$ cat config.mk
export PLATFORM = sky130hd
export DESIGN_NAME = rtsbk_ram
export DESIGN_NICKNAME = d
export VERILOG_FILES = /design/src/hw/rtl/rtsbk_ram.sv
export SDC_FILE = /design/constraint.sdc
export NUM_CORES = 1
export LEC_CHECK = 0
export BUFFER_PORTS_ARGS = -buffer_cell sky130_fd_sc_hd__buf_2
export CAP_MARGIN = 0
export CORE_MARGIN = 5
export CORE_UTILIZATION = 45
export DETAILED_ROUTE_END_ITERATION = 6
export MAX_ROUTING_LAYER = met4
export SLEW_MARGIN = 10
export SYNTH_ARGS = -nofsm -noshare
export SYNTH_HDL_FRONTEND = slang
export SYNTH_SLANG_ARGS = --single-unit
$ cat constraint.sdc
create_clock -name clk -period 4.1 [get_ports clk]
set_clock_uncertainty 0.1 [all_clocks]
set_input_delay 0 -clock clk [delete_from_list [all_inputs] [get_ports clk]]
set_output_delay 0 -clock clk [all_outputs]
set_load 0.05 [all_outputs]
$ cat src/hw/rtl/rtsbk_ram.sv
// Generic single-write, single-read synchronous RAM with registered read.
// Read data holds while the read enable is low. No dependencies.
`default_nettype none

module rtsbk_ram #(
  parameter int WIDTH = 8,
  parameter int DEPTH = 16,
  localparam int AW = $clog2(DEPTH)
) (
  input  wire logic             clk,
  input  wire logic             we,
  input  wire logic [AW-1:0]    waddr,
  input  wire logic [WIDTH-1:0] wdata,
  input  wire logic             re,
  input  wire logic [AW-1:0]    raddr,
  output logic      [WIDTH-1:0] rdata
);

  logic [WIDTH-1:0] mem [DEPTH];

  always_ff @(posedge clk) begin
    if (we) begin
      mem[waddr] <= wdata;
    end
    if (re) begin
      rdata <= mem[raddr];
    end
  end

endmodule

`default_nettype wire

# ---- After elaboration in Yosys (flattened, before gate mapping)
# Memory sizes are Yosys's and may differ from the RTL's. A register that Yosys moved wholly into a read port is not among the register bits.
# Cells that the tools add are included.
dict set report word_totals {
  mem_bits_rw 128
  memories 1
  inputBits 19
  register_bits 0
  wordCells 3
}
dict set report classes {
  mux 2
}
# memory depth word_bits rd rd_ports_with_merged_regs write_ports line_no
set mem_list {}
lappend mem_list {mem 16 8 1 1 1 19} ;# logic [WIDTH-1:0] mem [DEPTH];
# op n
set op_table {}
lappend op_table {{$mux 1} 2}

# ---- Logic depth before layout (Yosys ltp)
dict set report logic_depth {
  depth_word 2
  mapped_depth 5
  mapped_depth_nobuf 3
}

# ---- Worst setup path after synthesis
# Ideal clock, no wire load.
dict set report synth_timing {
  path_kind {in2reg}
  from {input waddr[2]}
  to {memory mem[0][0] (enable)}
  setup_slack_ps 2507
  setup_ps 383
  path_stages 2
  arrival_ps 1110
  path_buffers 0
  cell_sequence {or3b_2 nor3_1}
}
# item line_no
set synth_lines {}
lappend synth_lines {{start, declared} 12} ;# input wire logic [AW-1:0] waddr,
lappend synth_lines {{end, declared} 19}
# No word-level cell before the write port.

==> out/qor.yml <==
fin_cells: 431
antenna_found_initial: 0
yosysTopAreaCellShare_pct: 78.1
boundaryPins: 27
finalSetupViolCount: 0
die_area_um2: 13900
pwr-share-seq_pct: 48.0
drc_errors: 0
setup.worst_path.end_class: "flip-flop"
worst_slew_pin_slew_ps: 1060
clk_pin_slew_worst_paths_ps: 60
clock_sinks: 136
worstSetupStartpoint: "raddr[0]"
peakVddDrop_uv: 259
area.growth.synth_to_final_pct: 18.1
synth_warnings: 0
slowest_delay_ps: 780
synth-seq-cells: 136
cp_num_buf_inv: 1
wl_um: 9550
vias: 2388
wl_met3_um: 480
grt_start_max_net_pins: 33
cp_slowest_cell: "buf_2"
synthTopCellsByArea: "edfxtp_1 (78%), mux4_2 (7.8%), mux4_1 (7.0%), a22oi_1 (2.3%), nor2_1 (0.93%)"
grt_overflow: 0
rows: 39
wl_met1_um: 4240
power_mw: 3.28
reg2reg_from: "mem[1][2]$_DFFE_PP_"
met2_length_um: 4740
drive_above_1_share_pct: 26.7
coreArea_um2: 11400
slew_violations: 0
crit_fanout: 32
grt_pass1_vias: 2466
fin_setup_tns_ps: 0
max_cap_viol_count: 0
drtIter0Drc: 206
period_minus_slack_ps: 1770
die_w_um: 118
antenna_left: 0
period_share_pct: 43.2
cp.required_ps: 4140
rsz0062_at_grt: "no"
clkPwrFrac_pct: 47.1
fin_nets: 296
clockBufferDepth: 2
root_buffer: "clkbuf_16"
synth-seq-area-share_pct: 78.1
worstSetupStartpointType: "primary input"
hold_viol_final: 0
multi_input_area_um2: 1060
fillers: 892
insertion_delay_ps: 400
synth_largest_area_cell: "edfxtp_1"
worst_hold_path_type: "primary input to flip-flop"
htree_num_levels: 4
drt_first_pass_iters: 4
dpl.hpwl_um: 5840
status: "completed"
synth.net_count: 248
antenna_cells: 0
initial_utilization_pct: 45.8
grt_pass1_wl_um: 14700
crit_path_cell_trace: "buf_2 -> mux4_1 -> a22oi_1 -> nand2_1"
power.internal_mw: 2.64
place.gp.congestion: 0.712
portBuffers: 26
postSynthAreaPerCell_um2: 22.8
numCtsBuffers: 17
ctsHoldBuffers: 9
fmax_mhz: 564
synthesis.area_um2: 5230
dpl.cell_count: 392
seq_area_um2: 4080
tritoncts: "done"
ctsResizeCount: 0
crit_family: "buffers and inverters"
leakagePower_nw: 2.06
relSlewSlack_pct: 29.3
postSynthCellCount: 229
min-delay-start: "waddr[0]"
wl_per_cell_um: 22.2
powerDensity_nw_per_um2: 531
post_cts_buffers: 0
die-height_um: 118
critPathArrivalTime_ps: 1810
grtUsageTotal_pct: 14.9
sw_frac_of_total_pct: 19.7
highest_layer: "met4"
crit_type: "primary input to flip-flop"
viasPerCell: 5.54
synthDistinctLibCells: 18
combPwrFrac_pct: 4.9
p_switching_mw: 0.646
final timing paths:
path                              end  slack (ps)  cells after the start
hold / removal    mem[0][5]$_DFFE_PP_          60                      3
hold reg to reg    rdata[0]$_DFFE_PP_         650                      3
setup reg to reg   rdata[2]$_DFFE_PP_        2530                      3
setup / recovery   rdata[0]$_DFFE_PP_        2330                      4
cells by family (layout without fill, tap and decap cells):
logic type / Yosys count / after routing / share of synthesized area, %
DFF: 136 / 136 / 78.1
and+or+nand+nor: 35 / 35 / 3.14
buffers and inverters: 10 / 69 / 1.65
muxes: 32 / 32 / 14.8
AOI/OAI and AO/OA: 16 / 16 / 2.30
metal layers:
layer  track usage (%)  vias to the layer above
li1                  -                     1074
met1              20.0                     1238
met2              22.6                       70
met3              3.36                        6
met4              5.16                        0
met5                 -                        -
cells in the mapped netlist:
cell / instances
edfxtp_1: 136
mux4_2: 18
a22oi_1: 16
mux4_1: 14
nor2_1: 13
nand2_1: 9
nor3_1: 4
buf_2: 3
buf_6: 3
clkdlybuf4s25_2: 3
nand2b_1: 2
nand3b_1: 2
and2_1: 1
and2b_1: 1
buf_4: 1
nand3_1: 1
nor2b_1: 1
or3b_2: 1
worst reg2reg max path, stage by stage, from the launching register on:
cell,delay (ps)
edfxtp_1,350
mux4_1,500
a22oi_1,280
nand2_1,80
final cells by class:
cell class                 instances  share of cell area, %
clock buffer                      17                   6.89
clock inverter                    13                   2.90
multi-input combinational         83                   17.1
sequential                       136                   66.1
timing repair buffer              39                   4.05
tap                              143                   2.90
stage by stage:
step / hold slack (ps) / area, µm² / setup WS [ps] / util [%]
final: 59.6 / 6170 / 2330 / 54.1
after global routing: 65.1 / 6170 / 2160 / 54.1
after CTS: 44.4 / 6170 / 2300 / 54.1
after detailed placement: 294 / 5480 / 1870 / 48.0
after global placement: 284 / 5480 / 1870 / 48.0
after floorplan: -1.13 / 5230 / 2510 / -
cells in the final DEF (no fill, tap or decap), drive strengths merged:
master and instances:
clkbuf 17, edfxtp 136, nand2 9, and2 1, inv 2, clkinv 5, dlygate4sd3 9, nor2 13
and2b 1, clkinvlp 2, or3b 1, mux4 32, nor3 4, nand2b 2, buf 30, a22oi 16
nor2b 1, nand3 1, bufinv 4, nand3b 2
registers in the layout, summed over array words and instances, names as in the netlist:
name,cells
rdata,8
mem,128
power groups by stage:
stage,clock network (mW),logic (mW),registers (mW)
after floorplan,0,0.0791,1.63
after global placement,0,0.156,1.60
after detailed placement,0,0.158,1.60
after CTS,1.56,0.165,1.58
after global routing,1.63,0.175,1.58
final,1.55,0.161,1.57
No activity file was read; power rests on OpenSTA's default activity.
