[src/hw/rtl/rtsbk_pkg.sv]
// Shared types and constants for the random tour sampler with best keeper.
// Fixed field widths, operation and result codes, sequencer states.
// No dependencies.
`default_nettype none

package rtsbk_pkg;

  localparam int OPC_W  = 2;
  localparam int CITY_W = 4;
  localparam int IN_DIST_W = 16;
  localparam int CCNT_W = 5;
  localparam int STAT_W = 3;
  localparam int COST_W = 21;

  localparam logic [CCNT_W-1:0] CCNT_RESET = CCNT_W'(16);
  localparam logic [COST_W-1:0] COST_MAX = '1;

  typedef enum logic [OPC_W-1:0] {
    OP_LOAD    = 2'd0,
    OP_PROPOSE = 2'd1,
    OP_READ    = 2'd2
  } opcode_t;

  typedef enum logic [STAT_W-1:0] {
    ST_LOADED   = 3'd0,
    ST_ACCEPTED = 3'd1,
    ST_REJECTED = 3'd2,
    ST_DONE     = 3'd3,
    ST_PATH     = 3'd4
  } status_t;

  typedef enum logic [2:0] {
    S_IDLE,
    S_ADD,
    S_CLOSE,
    S_EMIT,
    S_READ,
    S_DRAIN
  } state_t;

  typedef struct packed {
    status_t             status;
    logic [COST_W-1:0]   tour_cost;
    logic                new_best;
    logic [COST_W-1:0]   best_cost;
    logic                best_valid;
    logic [CITY_W-1:0]   path_city;
    logic                last;
  } result_t;

endpackage

`default_nettype wire

[src/hw/rtl/rtsbk_if.sv]
// Handshake channels of the tour sampler: input words, result words, config.
// Depends on rtsbk_pkg for field widths.
`default_nettype none


interface rtsbk_result_if;
  logic                          valid;
  logic                          ready;
  logic [rtsbk_pkg::STAT_W-1:0]  status;
  logic [rtsbk_pkg::COST_W-1:0]  tour_cost;
  logic                          new_best;
  logic [rtsbk_pkg::COST_W-1:0]  best_cost;
  logic                          best_valid;
  logic [rtsbk_pkg::CITY_W-1:0]  path_city;
  logic                          last;

  modport source(output valid, output status, output tour_cost, output new_best,
                 output best_cost, output best_valid, output path_city, output last,
                 input ready);
  modport sink(input valid, input status, input tour_cost, input new_best,
               input best_cost, input best_valid, input path_city, input last,
               output ready);
endinterface


`default_nettype wire

[src/hw/rtl/rtsbk_out_stage.sv]
// Output register of the tour sampler: holds one result word until taken.
// Depends on rtsbk_pkg (result_t) and rtsbk_result_if.
`default_nettype none

module rtsbk_out_stage (
  input  wire logic               clk,
  input  wire logic               rst,
  input  wire logic               load,
  input  wire rtsbk_pkg::result_t res,
  output logic                    free,
  rtsbk_result_if.source          result
);

  logic               valid;
  rtsbk_pkg::result_t data;

  assign free = !valid || result.ready;

  always_ff @(posedge clk) begin
    if (rst) begin
      valid <= 1'b0;
    end else if (load) begin
      valid <= 1'b1;
    end else if (result.ready) begin
      valid <= 1'b0;
    end
  end

  // payload: capture only, no reset
  always_ff @(posedge clk) begin
    if (load) begin
      data <= res;
    end
  end

  assign result.valid      = valid;
  assign result.status     = data.status;
  assign result.tour_cost  = data.tour_cost;
  assign result.new_best   = data.new_best;
  assign result.best_cost  = data.best_cost;
  assign result.best_valid = data.best_valid;
  assign result.path_city  = data.path_city;
  assign result.last       = data.last;

endmodule

`default_nettype wire
[src/flat_wrapper.sv]
// flat-port wrapper written by rule: the top's interface ports become plain ports
module rtsbk_out_stage_flat 
  (clk, rst, load, res, free, result_valid, result_status, result_tour_cost, result_new_best, result_best_cost, result_best_valid, result_path_city, result_last, result_ready);
  rtsbk_result_if result_i ();
  input  wire logic clk;
  input  wire logic rst;
  input  wire logic load;
  input  wire rtsbk_pkg::result_t res;
  output logic free;
  output wire logic [$bits(result_i.valid)-1:0] result_valid;
  output wire logic [$bits(result_i.status)-1:0] result_status;
  output wire logic [$bits(result_i.tour_cost)-1:0] result_tour_cost;
  output wire logic [$bits(result_i.new_best)-1:0] result_new_best;
  output wire logic [$bits(result_i.best_cost)-1:0] result_best_cost;
  output wire logic [$bits(result_i.best_valid)-1:0] result_best_valid;
  output wire logic [$bits(result_i.path_city)-1:0] result_path_city;
  output wire logic [$bits(result_i.last)-1:0] result_last;
  input wire logic [$bits(result_i.ready)-1:0] result_ready;
  assign result_valid = result_i.valid;
  assign result_status = result_i.status;
  assign result_tour_cost = result_i.tour_cost;
  assign result_new_best = result_i.new_best;
  assign result_best_cost = result_i.best_cost;
  assign result_best_valid = result_i.best_valid;
  assign result_path_city = result_i.path_city;
  assign result_last = result_i.last;
  assign result_i.ready = result_ready;
  rtsbk_out_stage u_core (.clk(clk), .rst(rst), .load(load), .res(res), .free(free), .result(result_i));
endmodule
[config.mk]
export PLATFORM = sky130hd
export DESIGN_NAME = rtsbk_out_stage_flat
export DESIGN_NICKNAME = d
export VERILOG_FILES = /design/src/hw/rtl/rtsbk_pkg.sv /design/src/hw/rtl/rtsbk_if.sv /design/src/hw/rtl/rtsbk_out_stage.sv /design/src/flat_wrapper.sv
export SDC_FILE = /design/constraint.sdc
export NUM_CORES = 1
export LEC_CHECK = 0
export ABC_AREA = 1
export BUFFER_PORTS_ARGS = -buffer_cell sky130_fd_sc_hd__buf_2
export CAP_MARGIN = 0
export CORE_UTILIZATION = 32
export DETAILED_ROUTE_END_ITERATION = 12
export PLACE_DENSITY = 0.69
export RECOVER_POWER = 50
export REMOVE_ABC_BUFFERS = 1
export SLEW_MARGIN = 30
export SYNTH_ARGS = -nofsm -noshare
export SYNTH_HDL_FRONTEND = slang
export SYNTH_SLANG_ARGS = --single-unit
[constraint.sdc]
create_clock -name clk -period 2 [get_ports clk]
set_clock_uncertainty 0.2 [all_clocks]
set_input_delay 0.2 -clock clk [delete_from_list [all_inputs] [get_ports clk]]
set_output_delay 0.2 -clock clk [all_outputs]
set_load 0.02 [all_outputs]
-- Yosys cells after proc, flatten, opt, wreduce, memory -nomap -nowiden
Index checks and enable logic that the tools add are counted.
- muxes and demuxes: 2
- reduce and logical (&&, ||, !) cells: 3
- operators with widths (operator ; number):
    $mux W1 ; 2
    $reduce_bool A2 Y1 ; 1
    $logic_not A1 Y1 ; 1
    $logic_or A1 B1 Y1 ; 1
- flip-flop bits (word level): 53
- bits of input ports: 56
- output and inout bits: 54

-- Logic depth before layout (Yosys ltp)
Gate-level depths: netlist of run 1.
- depth in word-level cells: 2
- gate-level depth with buffers: 3
- gate-level depth less buffers: 3

-- Worst setup path after synthesis of run 1
OpenSTA, ideal clock, no wires.
- path type: reg2out
- start: register u_core.valid, in the netlist u_core.result.valid
- end: output free
- data arrival time: 0.580 ns
- required time: 1.600 ns
- setup slack: 1.020 ns
- cell stages (with the launch flop): 2
- path buffers: 0
- cells stage by stage: dfxtp_1 nand2_2
- longest elaborated chain between the ends: 2
- ends and longest elaborated chain (what ; RTL line ; RTL):
    start: declaration ; rtsbk_out_stage.sv:14 ; logic valid;
    start signal: assignment ; rtsbk_out_stage.sv:21 ; valid <= 1'b0;
    start signal: assignment ; rtsbk_out_stage.sv:23 ; valid <= 1'b1;
    start signal: assignment ; rtsbk_out_stage.sv:25 ; valid <= 1'b0;
    $logic_not A1 Y1 ; rtsbk_out_stage.sv:17 ; assign free = !valid || result.ready;
    $logic_or A1 B1 Y1 ; rtsbk_out_stage.sv:17 ;
    end: declaration ; flat_wrapper.sv:9 ; output logic free;
Every way passes these cells.

-- Final worst setup path of run 1
- start: input load
- end: register u_core.data, in the netlist u_core.result.tour_cost[2], enable pin
- RTL lines (what ; RTL line ; RTL):
    start: declaration ; flat_wrapper.sv:7 ; input wire logic load;
    end signal: assignment ; rtsbk_out_stage.sv:32 ; data <= res;
    end: declaration ; rtsbk_out_stage.sv:15 ; rtsbk_pkg::result_t data;
No word-level cell between the ends.

==> results of run 1 <==
==> per-layer routing <==
| metal | wire (um) | vias up | part of all wire |
|---|---|---|---|
| li1 | - | 567 | - |
| met1 | 1360 | 546 | 0.37 |
| met2 | 1960 | 70 | 0.53 |
| met4 | 47 | 0 | 0.013 |
| met3 | 306 | 6 | 0.083 |
| met5 | 0 | - | 0 |
==> sequential cells by signal, summed over array words and instances (netlist names) <==
signal / count
u_core.result.path_city: 4
u_core.result.last: 1
u_core.result.new_best: 1
u_core.result.status: 3
u_core.result.best_cost: 21
u_core.result.best_valid: 1
u_core.result.valid: 1
u_core.result.tour_cost: 21
==> final cells by class <==
| cell class | count | area share |
|---|---|---|
| sequential | 53 | 0.546 |
| tap | 67 | 0.0289 |
| multi-input combinational | 2 | 0.00518 |
| inverter | 2 | 0.00259 |
| clock buffer | 7 | 0.0332 |
| timing repair buffer | 165 | 0.383 |
| clock inverter | 1 | 0.00173 |
==> worst paths after layout <==
check	slack, ps	startpoint	cells past startpoint	endpoint
setup / recovery	440	load	2	u_core.result.tour_cost[2]
hold / removal	160	load	1	u_core.result.tour_cost[18]
setup reg to reg	670	u_core.result.valid	3	u_core.result.valid
hold reg to reg	850	u_core.result.valid	3	u_core.result.valid
==> logic make-up after synthesis <==
family / Yosys count / share of synthesized area
AND/OR/NAND/NOR: 1 / 0.00390
AO/OA/AOI/OAI: 1 / 0.00546
buffers and inverters: 2 / 0.00468
flip-flops: 53 / 0.986
==> layout by cell type (no fill, tap or decap) <==
cell and count:
buf_2 108, dlygate4sd3_1 54, dfxtp_1 1, clkinv_2 1
clkbuf_1 2, inv_1 2, clkbuf_8 7, nand2_2 1
a21oi_2 1, buf_12 1, edfxtp_1 52
==> synth_stat cells (all sizes together) <==
library cell,n
a21oi,1
inv,2
edfxtp,52
dfxtp,1
nand2,1
==> power groups by stage <==
stage | combinational (uW) | clock (uW) | sequential, uW
after floorplan | 4.20 | 0 | 1480
after global placement | 279 | 0 | 1360
after detailed placement | 282 | 0 | 1360
after CTS | 363 | 655 | 1340
after global routing | 383 | 705 | 1340
final | 359 | 627 | 1340
==> stage by stage <==
step | cells | hold WS (ps) | total power, uW | cell area (um^2)
after detailed placement | 235 | 164 | 1640 | 2270
after floorplan | 57 | 62.4 | 1480 | 1600
final | 297 | 161 | 2320 | 2900
after global placement | 235 | 162 | 1640 | 2270
after global routing | 297 | 168 | 2430 | 2900
after CTS | 297 | 174 | 2350 | 2920
==> results.ini, run 1 <==
[worst_setup_path]
crit_type = input port to flop
cp_cell_sequence = buf_2 > clkbuf_1
crit_fanout = 19
cpPeakStageDelay_ps = 720
cpMaxStageDelayCell = clkbuf_1
crit_required_ps = 1720
worstSetupStartpointType = input port
crit_family = buffers and inverters
cp_data_arrival_time_ps = 1290
cp_num_buf_inv = 2
crit_path_end_kind = flop

[global_routing]
antenna_found_initial = 0
use_met1 = 0.145
grt-ovfl-total = 0
grt_pass1_wl_um = 5610
grt_pass1_vias = 1288
busiest_layer = met2
track_usage = 0.145
grtUsageMet2 = 0.260
grtUsageMet3 = 0.0552
grt_max_degree = 20

[pwr]
p_leak_uw = 0.00125
irDropWorstVdd_mv = 0.459
switching_share = 0.227
power_density_nw_per_um2 = 801
p_clk_frac = 0.270
switching_power_uw = 527
seqPwrFrac = 0.575
internal_power_uw = 1790
pwr-share-comb = 0.155

[synth]
syn_area_per_cell_um2 = 28.1
synthesis.area_um2 = 1600
netlist_instances = 57
yosys-top-cells-area = edfxtp_1, dfxtp_1, a21oi_2
synth_top_cell_by_area = edfxtp_1
ys_seq_elements = 53
synth_top_area_frac = 0.973
yosys_warnings = 0
seq_area_frac_synth = 0.986
ys_types = 5

[detailed_routing]
dr_total_vias = 1189
ant_nets = 0
wl_per_cell_um = 12.4
drc = 0
vias_per_cell = 4.00
first_pass_iters = 4
drt_iter0_drc = 62
wl_um = 3680

[placement]
gp_congestion = 0.630
preCtsSetupSlack_ps = 669
io_buffer_count = 109

[timing]
setup_tns_ps = 0
worst_pin_slew_ps = 886
setup_violations = 0
finalCritPeriodShare = 0.781
period_needed_ps = 1560
slew_headroom = 0.409
max_freq_ghz = 0.640
slew_violations = 0
rsz0062_at_grt = false
fin_ws_ps = 437
timing_hold_violations_final = 0

[worst_hold_path]
hp-class = input port to flop

[clock_tree]
cts_root_buf = clkbuf_8
clk_latency_ps = 290
cts-resized-gates = 0
cts_made_buffers = 5
cts_tree = yes
post-cts-setup-buffers = 0
path_clk_slew_ps = 90
cts_buffer_depth = 2
postCtsHoldBufs = 54
h-tree-depth = 2
clock_sinks = 53

[final_layout]
nets = 285
utilization = 0.605
drive_gt1_frac = 0.517
multi_input_area_um2 = 15.0
area_growth_pct = 80.7
regArea_um2 = 1580
antenna_cells = 0
fill_cells = 374

[floorplanning]
core_area_um2 = 4790
initial_core_util = 0.335
die_h_um = 72.8
die_x_um = 72.8
io_pins = 110
dieArea_um2 = 5300
rows = 25

[status]
outcome = finished clean

[run]
cap_violations = 0

Power figures use the tool's default switching activity.
==> run 2, diff against run 1 <==
--- a/config.mk
+++ b/config.mk
@@ -5,12 +5,12 @@
 export SDC_FILE = /design/constraint.sdc
 export NUM_CORES = 1
 export LEC_CHECK = 0
-export ABC_AREA = 1
+export ABC_AREA = 0
 export BUFFER_PORTS_ARGS = -buffer_cell sky130_fd_sc_hd__buf_2
 export CAP_MARGIN = 0
 export CORE_UTILIZATION = 32
 export DETAILED_ROUTE_END_ITERATION = 12
-export PLACE_DENSITY = 0.69
+export PLACE_DENSITY = 0.68
 export RECOVER_POWER = 50
 export REMOVE_ABC_BUFFERS = 1
 export SLEW_MARGIN = 30
==> constraint.sdc (replaced) <==
create_clock -name clk -period 1.55 [get_ports clk]
set_clock_uncertainty 0.2 [all_clocks]
set_input_delay 0.155 -clock clk [delete_from_list [all_inputs] [get_ports clk]]
set_output_delay 0.155 -clock clk [all_outputs]
set_load 0.02 [all_outputs]
==> run 2 against run 1 <==
  * Sequential share of layout area grew 0.21 points
  * Core utilization shrank 0.24 points
  * Combinational power grew 30%
  * Synthesized cell count shrank 1.8%
  * Clock-buffer cell count shrank 2
  * Non-clock buffer count shrank 1
  * Global-route usage grew 1.6 points
  * Setup slack lost 290 ps
  * Largest power group unchanged
==> results.ini, run 2 <==
[timing]
setup_violations = 0
worst_pin_slew_ps = 273
slew_violations = 0
max_freq_ghz = 0.711
finalCritPeriodShare = 0.907
timing_hold_violations_final = 0
rsz0062_at_grt = false
period_needed_ps = 1410
setup_tns_ps = 0
slew_headroom = 0.818

[run]
cap_violations = 0

[worst_setup_path]
cpMaxStageDelayCell = dlygate4sd3_1
crit_top_cell = dlygate4sd3_1
crit_type = input port to flop
cp_cell_sequence = dlygate4sd3_1 > buf_2 > a21oi_2 > dlygate4sd3_1
crit_fanout = 1
crit_path_end_kind = flop
cp_data_arrival_time_ps = 1460
worstSetupStartpointType = input port
cpPeakStageDelay_ps = 550
crit_required_ps = 1600

[global_routing]
grtUsageMet2 = 0.292
grtUsageMet3 = 0.0580
grt_pass1_wl_um = 6040
track_usage = 0.161
grt_pass1_vias = 1247
use_met1 = 0.167
grt_max_degree = 54
busiest_layer = met2
grt-ovfl-total = 0
antenna_found_initial = 0

[placement]
dpl.hpwl_um = 2210
io_buffer_count = 109
gp_congestion = 0.646

[final_layout]
fill_cells = 387
final_cell_mix = buf_2, dlygate4sd3_1, edfxtp_1
mostFrequentLayoutCell = buf_2
nets = 283
area_growth_pct = 79.5
antenna_cells = 0
utilization = 0.603
drive_gt1_frac = 0.518

[synth]
seq_area_frac_synth = 0.984
synth_common_cells = edfxtp_1, a21oi_2, dfxtp_1, inv_1, nand2b_4
yosys-top-cells-area = edfxtp_1, dfxtp_1, nand2b_4
yosys_warnings = 0
synth-edff-count = 52
ys_seq_elements = 53
synth_top_area_frac = 0.971
ys_types = 5
synthArstFlopShare = 0
ys.flop_type = edfxtp_1
synthesis.area_um2 = 1610
synth_top_cell_by_area = edfxtp_1
yosysMostFrequentCell = edfxtp_1
netlist_instances = 56
syn_area_per_cell_um2 = 28.7

[pwr]
internal_power_uw = 2230
power_density_nw_per_um2 = 1030
p_clk_frac = 0.262
irDropWorstVdd_mv = 0.718
p_leak_uw = 0.00124
seqPwrFrac = 0.580
switching_share = 0.247
pwr-share-comb = 0.158
switching_power_uw = 735

[clock_tree]
cts_made_buffers = 5
cts_tree = yes
cts_buffer_depth = 2
clock_sinks = 53
clk_latency_ps = 300
h-tree-depth = 2
path_clk_slew_ps = 100
cts_root_buf = clkbuf_8
cts-resized-gates = 0

[floorplanning]
die_h_um = 72.9
core_area_um2 = 4790
io_pins = 110
die_x_um = 72.9
initial_core_util = 0.336
rows = 25
dieArea_um2 = 5310

[detailed_routing]
wl_um = 4070
drt_iter0_drc = 25
dr_total_vias = 1159
ant_nets = 0
wl_per_cell_um = 13.8
first_pass_iters = 3
drc = 0
vias_per_cell = 3.93

[status]
outcome = finished clean

[worst_hold_path]
hp-class = input port to flop

run 2: final timing paths:
| check | from | endpoint | slack (ps) | depth (start not counted) |
|---|---|---|---|---|
| setup / recovery | rst | u_core.result.valid | 140 | 4 |
| setup reg to reg | u_core.result.valid | u_core.result.valid | 180 | 3 |
| hold reg to reg | u_core.result.valid | u_core.result.valid | 860 | 3 |
| hold / removal | load | u_core.result.best_cost[10] | 150 | 2 |
run 2: power by group through the flow:
stage / registers, uW / clock network [uW] / logic [uW]
final: 1720 / 777 / 468
after global routing: 1730 / 838 / 498
after CTS: 1720 / 789 / 465
after detailed placement: 1760 / 0 / 360
after global placement: 1750 / 0 / 356
after floorplan: 1910 / 0 / 6.24
run 2: routing by layer:
metal	part of all wire	wire length, um
met1	0.36	1450
met2	0.54	2190
met3	0.092	373
met4	0.015	60
met5	0	0
run 2: repair_timing:
item                                   in CTS  in global routing
setup buffers                               0                  0
endpoints found under the hold margin      53                  0
hold buffers                               54                  0
run 2: metrics by stage:
step / worst slack (ps) / cells / hold slack (ps) / cell area, um^2 / power [uW]
after floorplan: 576 / 56 / 17.4 / 1610 / 1910
after detailed placement: 473 / 233 / 118 / 2260 / 2120
after global placement: 491 / 233 / 116 / 2260 / 2110
after global routing: 127 / 295 / 166 / 2890 / 3070
after CTS: 171 / 295 / 155 / 2890 / 2980
final: 144 / 295 / 149 / 2890 / 2970
run 2: area by class of cell:
cell class,instances,area (um^2),area share
clock buffers,5,68.8,0.0238
clock inverters,3,21.3,0.00737
inverters,1,3.75,0.00130
multi-input cells,2,22.5,0.00780
flip-flops and latches,53,1580,0.548
well taps,67,83.8,0.0290
repair buffers,164,1100,0.383
run 2: cell families (layout without fill, tap and decap cells):
| kind of cell | Yosys count | after routing | share of synthesized area |
|---|---|---|---|
| AO/OA/AOI/OAI | 1 | 1 | 0.00545 |
| flip-flops | 53 | 53 | 0.984 |
| AND/OR/NAND/NOR | 1 | 1 | 0.00856 |
| buffers and inverters | 1 | 173 | 0.00233 |
run 2: worst max-delay path: cells and delay by family:
family | cells | cell delay [ps]
buf+inv | 3 | 1210
compound gates | 1 | 90
